<file path="src/hw/rtl/tps_pkg.sv">
// tps_pkg: shared constants, status and register codes, and the root table
// for the top-p token sampler. No dependencies.
package tps_pkg;

    localparam int VOCAB_MAX_DEF = 4096;
    localparam int LOGIT_BITS    = 16;
    localparam int WEIGHT_BITS   = 24;
    localparam int TEMP_BITS     = 16;
    localparam int TOPP_BITS     = 17;
    localparam int TOKEN_BITS    = 12;
    localparam int STAT_BITS     = 2;

    localparam logic [TEMP_BITS-1:0] TEMP_RESET = 16'd256;
    localparam logic [TOPP_BITS-1:0] TOPP_RESET = 17'h10000;
    localparam logic [TOPP_BITS-1:0] TOPP_ONE   = 17'h10000;

    localparam logic [31:0] LOG2E_Q30 = 32'd1549082005;
    localparam logic [30:0] ONE_Q30   = 31'h40000000;

    localparam logic [STAT_BITS-1:0] STAT_OK       = 2'd0;
    localparam logic [STAT_BITS-1:0] STAT_BAD_TOPP = 2'd1;
    localparam logic [STAT_BITS-1:0] STAT_OVERFLOW = 2'd2;

    localparam logic REG_TEMP = 1'b0;
    localparam logic REG_TOPP = 1'b1;

    typedef logic [31:0] root_tab_t [17];

    function automatic logic [63:0] isqrt64(input logic [63:0] n_in);
        logic [63:0] n;
        logic [63:0] r;
        logic [63:0] bit_v;
        n     = n_in;
        r     = 64'd0;
        bit_v = 64'd1 << 62;
        for (int j = 0; j < 32; j++)
        begin
            if (n >= r + bit_v)
            begin
                n = n - (r + bit_v);
                r = (r >> 1) + bit_v;
            end
            else
            begin
                r = r >> 1;
            end
            bit_v = bit_v >> 2;
        end
        return r;
    endfunction

    // R[k] ~ 2^(-2^-k) in Q1.30
    function automatic root_tab_t build_roots();
        root_tab_t t;
        logic [63:0] r;
        t[0] = 32'h20000000;
        r    = isqrt64(64'd1 << 59);
        t[1] = r[31:0];
        for (int k = 2; k < 17; k++)
        begin
            r    = isqrt64(r << 30);
            t[k] = r[31:0];
        end
        return t;
    endfunction

    localparam root_tab_t ROOTS = build_roots();

endpackage

</file>
<file path="src/hw/rtl/tps_weight.sv">
// tps_weight: one weight exp((-d)/temperature) in Q1.23 per start pulse.
// Bit-serial divider, then one shared 32x32 multiplier. Uses tps_pkg.
module tps_weight
    import tps_pkg::*;
(
    input  logic                   clk,
    input  logic                   rst_n,
    input  logic                   start,
    input  logic [LOGIT_BITS-1:0]  diff,
    input  logic [TEMP_BITS-1:0]   temp,
    output logic                   done,
    output logic [WEIGHT_BITS-1:0] weight
);

    typedef enum logic [4:0] {
        WU_IDLE  = 5'b00001,
        WU_DIV   = 5'b00010,
        WU_MULY  = 5'b00100,
        WU_EXP   = 5'b01000,
        WU_SHIFT = 5'b10000
    } wu_state_t;

    wu_state_t state_reg, state_next;
    logic                   done_reg, done_next;
    logic [4:0]             step_reg, step_next;
    logic [TEMP_BITS-1:0]   temp_reg, temp_next;
    logic [15:0]            rem_reg, rem_next;
    logic [31:0]            quo_reg, quo_next;
    logic [32:0]            y_reg, y_next;
    logic [30:0]            m_reg, m_next;
    logic [WEIGHT_BITS-1:0] weight_reg, weight_next;

    logic [31:0] mul_a;
    logic [31:0] mul_b;
    logic [63:0] mul_p;
    logic [16:0] trial;
    logic        ge;
    logic [3:0]  bsel;
    logic [4:0]  ridx;
    logic [16:0] ipart;
    logic [5:0]  shamt;
    logic [63:0] rsum;
    logic [63:0] rnd;

    assign mul_p = 64'(mul_a) * 64'(mul_b);
    assign trial = {rem_reg, quo_reg[31]};
    assign ge    = trial >= {1'b0, temp_reg};
    assign bsel  = step_reg[3:0];
    assign ridx  = 5'd16 - {1'b0, bsel};
    assign ipart = y_reg[32:16];
    assign shamt = 6'd30 + ipart[5:0];
    assign rsum  = (64'(m_reg) << (WEIGHT_BITS - 1)) + (64'd1 << (shamt - 6'd1));
    assign rnd   = mul_p + (64'd1 << 29);

    always_comb
    begin
        state_next  = state_reg;
        done_next   = 1'b0;
        step_next   = step_reg;
        temp_next   = temp_reg;
        rem_next    = rem_reg;
        quo_next    = quo_reg;
        y_next      = y_reg;
        m_next      = m_reg;
        weight_next = weight_reg;
        mul_a       = quo_reg;
        mul_b       = LOG2E_Q30;
        unique case (state_reg)
            WU_IDLE:
            begin
                if (start)
                begin
                    temp_next  = temp;
                    rem_next   = 16'd0;
                    quo_next   = {diff, 16'd0};
                    step_next  = 5'd31;
                    state_next = WU_DIV;
                end
            end
            WU_DIV:
            begin
                rem_next = ge ? 16'(trial - {1'b0, temp_reg}) : trial[15:0];
                quo_next = {quo_reg[30:0], ge};
                if (step_reg == 5'd0)
                    state_next = WU_MULY;
                else
                    step_next = step_reg - 5'd1;
            end
            WU_MULY:
            begin
                y_next     = mul_p[62:30];
                m_next     = ONE_Q30;
                step_next  = 5'd15;
                state_next = WU_EXP;
            end
            WU_EXP:
            begin
                mul_a = {1'b0, m_reg};
                mul_b = ROOTS[ridx];
                if (y_reg[bsel])
                    m_next = rnd[60:30];
                if (step_reg == 5'd0)
                    state_next = WU_SHIFT;
                else
                    step_next = step_reg - 5'd1;
            end
            WU_SHIFT:
            begin
                if (ipart >= 17'd33)
                    weight_next = '0;
                else
                    weight_next = WEIGHT_BITS'(rsum >> shamt);
                done_next  = 1'b1;
                state_next = WU_IDLE;
            end
            default:
            begin
                state_next = WU_IDLE;
            end
        endcase
    end

    always_ff @(posedge clk or negedge rst_n)
    begin
        if (!rst_n)
        begin
            state_reg <= WU_IDLE;
            done_reg  <= 1'b0;
        end
        else
        begin
            state_reg <= state_next;
            done_reg  <= done_next;
        end
    end

    always_ff @(posedge clk)
    begin
        step_reg   <= step_next;
        temp_reg   <= temp_next;
        rem_reg    <= rem_next;
        quo_reg    <= quo_next;
        y_reg      <= y_next;
        m_reg      <= m_next;
        weight_reg <= weight_next;
    end

    assign done   = done_reg;
    assign weight = weight_reg;

endmodule

</file>
<file path="config.mk">
export PLATFORM = sky130hd
export DESIGN_NAME = tps_weight
export DESIGN_NICKNAME = d
export VERILOG_FILES = /design/src/hw/rtl/tps_pkg.sv /design/src/hw/rtl/tps_weight.sv
export SDC_FILE = /design/constraint.sdc
export NUM_CORES = 2
export LEC_CHECK = 0
export ABC_CLOCK_PERIOD_IN_PS = 21600
export BUFFER_PORTS_ARGS = -buffer_cell sky130_fd_sc_hd__buf_2
export CORE_ASPECT_RATIO = 1.75
export CORE_MARGIN = 3
export CORE_UTILIZATION = 33
export CTS_BUF_LIST = sky130_fd_sc_hd__clkbuf_8 sky130_fd_sc_hd__clkbuf_16
export CTS_CLUSTER_DIAMETER = 120
export DETAILED_ROUTE_END_ITERATION = 16
export GPL_ROUTABILITY_DRIVEN = 1
export GPL_TIMING_DRIVEN = 1
export HOLD_SLACK_MARGIN = 0.12
export PLACE_DENSITY_LB_ADDON = 0.08
export SKIP_CTS_REPAIR_TIMING = 1
export SLEW_MARGIN = 20
export SYNTH_ARGS = -nofsm -noshare
export SYNTH_HDL_FRONTEND = slang
export SYNTH_SLANG_ARGS = --single-unit
</file>
<file path="constraint.sdc">
create_clock -name clk -period 21.6 [get_ports clk]
set_input_delay 3.24 -clock clk [delete_from_list [all_inputs] [get_ports clk]]
set_output_delay 3.24 -clock clk [all_outputs]
set_load 0.03 [all_outputs]
</file>
==> metrics <==
critical setup path kind register to register; first-pass GRT wire length 292000 um; synthesized flop and latch total about 160; final worst-path cycle share 0.615; crit-path max FO 26; cell area after synthesis ~45000 um^2; Antenna Violating Nets Remaining 0; CP dominant cell by count fa_1; smallest hold slack 557 ps; Final Hold Viols 0; CP Capture Type register; Synth Warn # 0; CTS Buf Count 17; H-Tree Depth 4; CTS tree built; Critical Path Source Type register; count of pins over their slew limit 0; std cell rows between 150 and 200; Slew @ Worst Pin 1270 ps; crit path from step_reg[0]; mean number of vias per cell ~5.4; EDFF count, synth 157; initial antenna violation count 5; top achievable clock speed 0.0752 GHz; Period minus WS final 13290 ps; die area 140000 um^2; # nets final 6449; Die X 285 um; share of cells above drive strength 1 0.0661; global placement routability congestion 0.980; DR vias approximately 38000; post-synthesis sequential area ratio 0.109; Most used DFF post-synth edfxtp_1; max capacitance violation total 0; status finished clean; Die Y 493 um; final setup TNS 0 ps; Critical Path RT 22020 ps; Post-Layout Cell Count 7060; Crit path largest cell delay 970 ps; detailed router's first-iteration violation count ~2600; 1st-pass router iterations 7; CTS Buffer Depth 2; WL/cell 29.1 um; total grt overflow 0; Post-DP HPWL around 170000 um; FFs w/ async S/R, synth 0.0368; R2R Path Start step_reg[0]; Total GRT Usage 0.293; Core ar. 135000 um^2; Placed Instances between 7000 and 8000; Sink Count about 160; Synth cell types approximately 100; Slowest-stage cell, CP o311ai_0; worst rel slew slack 0.156; Worst Hold Launch quo_reg[28]; Synth Area in Simple Gates 0.183; main combinational cell family by area after synthesis adder cells; Area Growth Syn to Fin 8.10%; complex-gate fraction of the synthesized area 0.0967; io pins 60; Root Buffer clkbuf_16; Post-Synth XOR/XNOR Area 0.0200; arrival time at the worst endpoint about 14000 ps; largest net degree at the start of global routing 53; Clock Latency Late Sink between 500 and 600 ps; max FFs per register 33; number of global-route vias before repair 40929; cell count after synthesis 5244; Synth Area in Adders 0.473; Layout Skew 22.5 ps; min-delay worst type register to register; clock transition at the registers of the reported paths approximately 80 ps; Final Setup Violations 0; total wire length 205000 um; Avg Inst Size Synth about 8.5 um^2; I/O Buffers 59; RSZ-0062 raised after global routing false; post-synthesis mux area share 0.0186; Starting Density 0.333; DR DRC count 0
[cell usage after synthesis (all sizes together), types with 9 or more instances]
cell / number / share of area
a2111oi: 9 / 0.0026
o21ai: 151 / 0.017
mux2i: 44 / 0.0098
nand4: 46 / 0.0066
o311ai: 11 / 0.0022
or3: 22 / 0.0032
o22ai: 13 / 0.0018
nor4: 10 / 0.0017
ha: 313 / 0.087
nand3: 71 / 0.0080
o21a: 23 / 0.0039
nand3b: 9 / 0.0015
and2: 98 / 0.014
and3: 20 / 0.0028
a21boi: 11 / 0.0018
inv: 921 / 0.077
nor2: 688 / 0.058
a211oi: 27 / 0.0046
a221oi: 12 / 0.0025
o211ai: 21 / 0.0035
mux4: 11 / 0.0055
nor2b: 15 / 0.0022
xor2: 46 / 0.0092
edfxtp: 157 / 0.11
nand2: 772 / 0.065
xnor2: 54 / 0.011
fa: 863 / 0.39
o31ai: 13 / 0.0023
nor3: 75 / 0.0087
clkbuf: 238 / 0.020
buf: 21 / 0.0020
a31oi: 21 / 0.0029
mux2: 13 / 0.0033
or2: 13 / 0.0018
nand2b: 26 / 0.0036
a21oi: 176 / 0.020
a21o: 48 / 0.0080
[final timing paths]
path,to,slack [ps],depth (start not counted)
setup / recovery,m_reg[29],8310,34
hold / removal,quo_reg[29],560,2
setup reg to reg,m_reg[29],8310,34
hold reg to reg,quo_reg[29],560,2
max in group asynchronous,state_reg[0],18880,1
min in group asynchronous,done,2510,1
[area by class of cell]
cell class	count	area [um^2]
fillers	14149	86300
multi-input cells	3936	35900
flip-flops and latches	163	4870
inverters	925	3470
well taps	1800	2250
repair buffers	195	1320
clock buffers	17	425
clock inverters	15	206
diodes	9	22.5
[stage by stage]
stage / setup WS, ps / cell area (um^2) / util
2_1_floorplan: 10860 / 45000 / -
3_3_place_gp: 8610 / 47800 / 0.355
3_5_place_dp: 8510 / 47800 / 0.355
4_1_cts: 8490 / 48400 / 0.359
5_1_grt: 8000 / 48400 / 0.359
6_report: 8310 / 48400 / 0.359
[critical path, delay by kind of cell, from the launching register on]
kind / cells / cell delay, ps
compound gates: 5 / 2120
fa+ha+maj: 10 / 5130
mux: 2 / 720
simple gates: 10 / 3160
flops: 1 / 350
buf+inv: 6 / 880
xor+xnor: 1 / 750
[layer usage]
metal  vias to the layer above  wire (um)  track usage
met5                         -          0            0
met4                         0      19800        0.230
met3                       576       8230       0.0395
met2                      1275     111000        0.556
met1                     19812      66300        0.283
li1                      16497          -            -
[cells by family after synthesis]
family / after synthesis
AND/OR/NAND/NOR: 1898
buffers and inverters: 1184
adder cells (fa/ha/maj): 1176
AO/OA/AOI/OAI: 653
flip-flops: 163
XOR/XNOR: 100
multiplexers: 68
other: 2
[placed cells by master (no fill, tap or decap), types with 19 or more instances in the layout]
master / count
a211oi_1: 25
a21o_1: 48
a21oi_1: 175
a31oi_1: 19
and2_1: 95
and3_1: 20
buf_2: 59
buf_4: 136
conb_1: 41
edfxtp_1: 157
fa_1: 863
ha_1: 312
inv_1: 918
mux2i_1: 44
nand2_1: 769
nand2b_1: 26
nand3_1: 69
nand4_1: 45
nor2_1: 675
nor3_1: 70
o211ai_1: 21
o21a_1: 23
o21ai_0: 140
or3_1: 21
xnor2_1: 48
xor2_1: 42
Power is not shown: default switching activity piles up to over one toggle a cycle in this logic, so the estimate is an artifact.
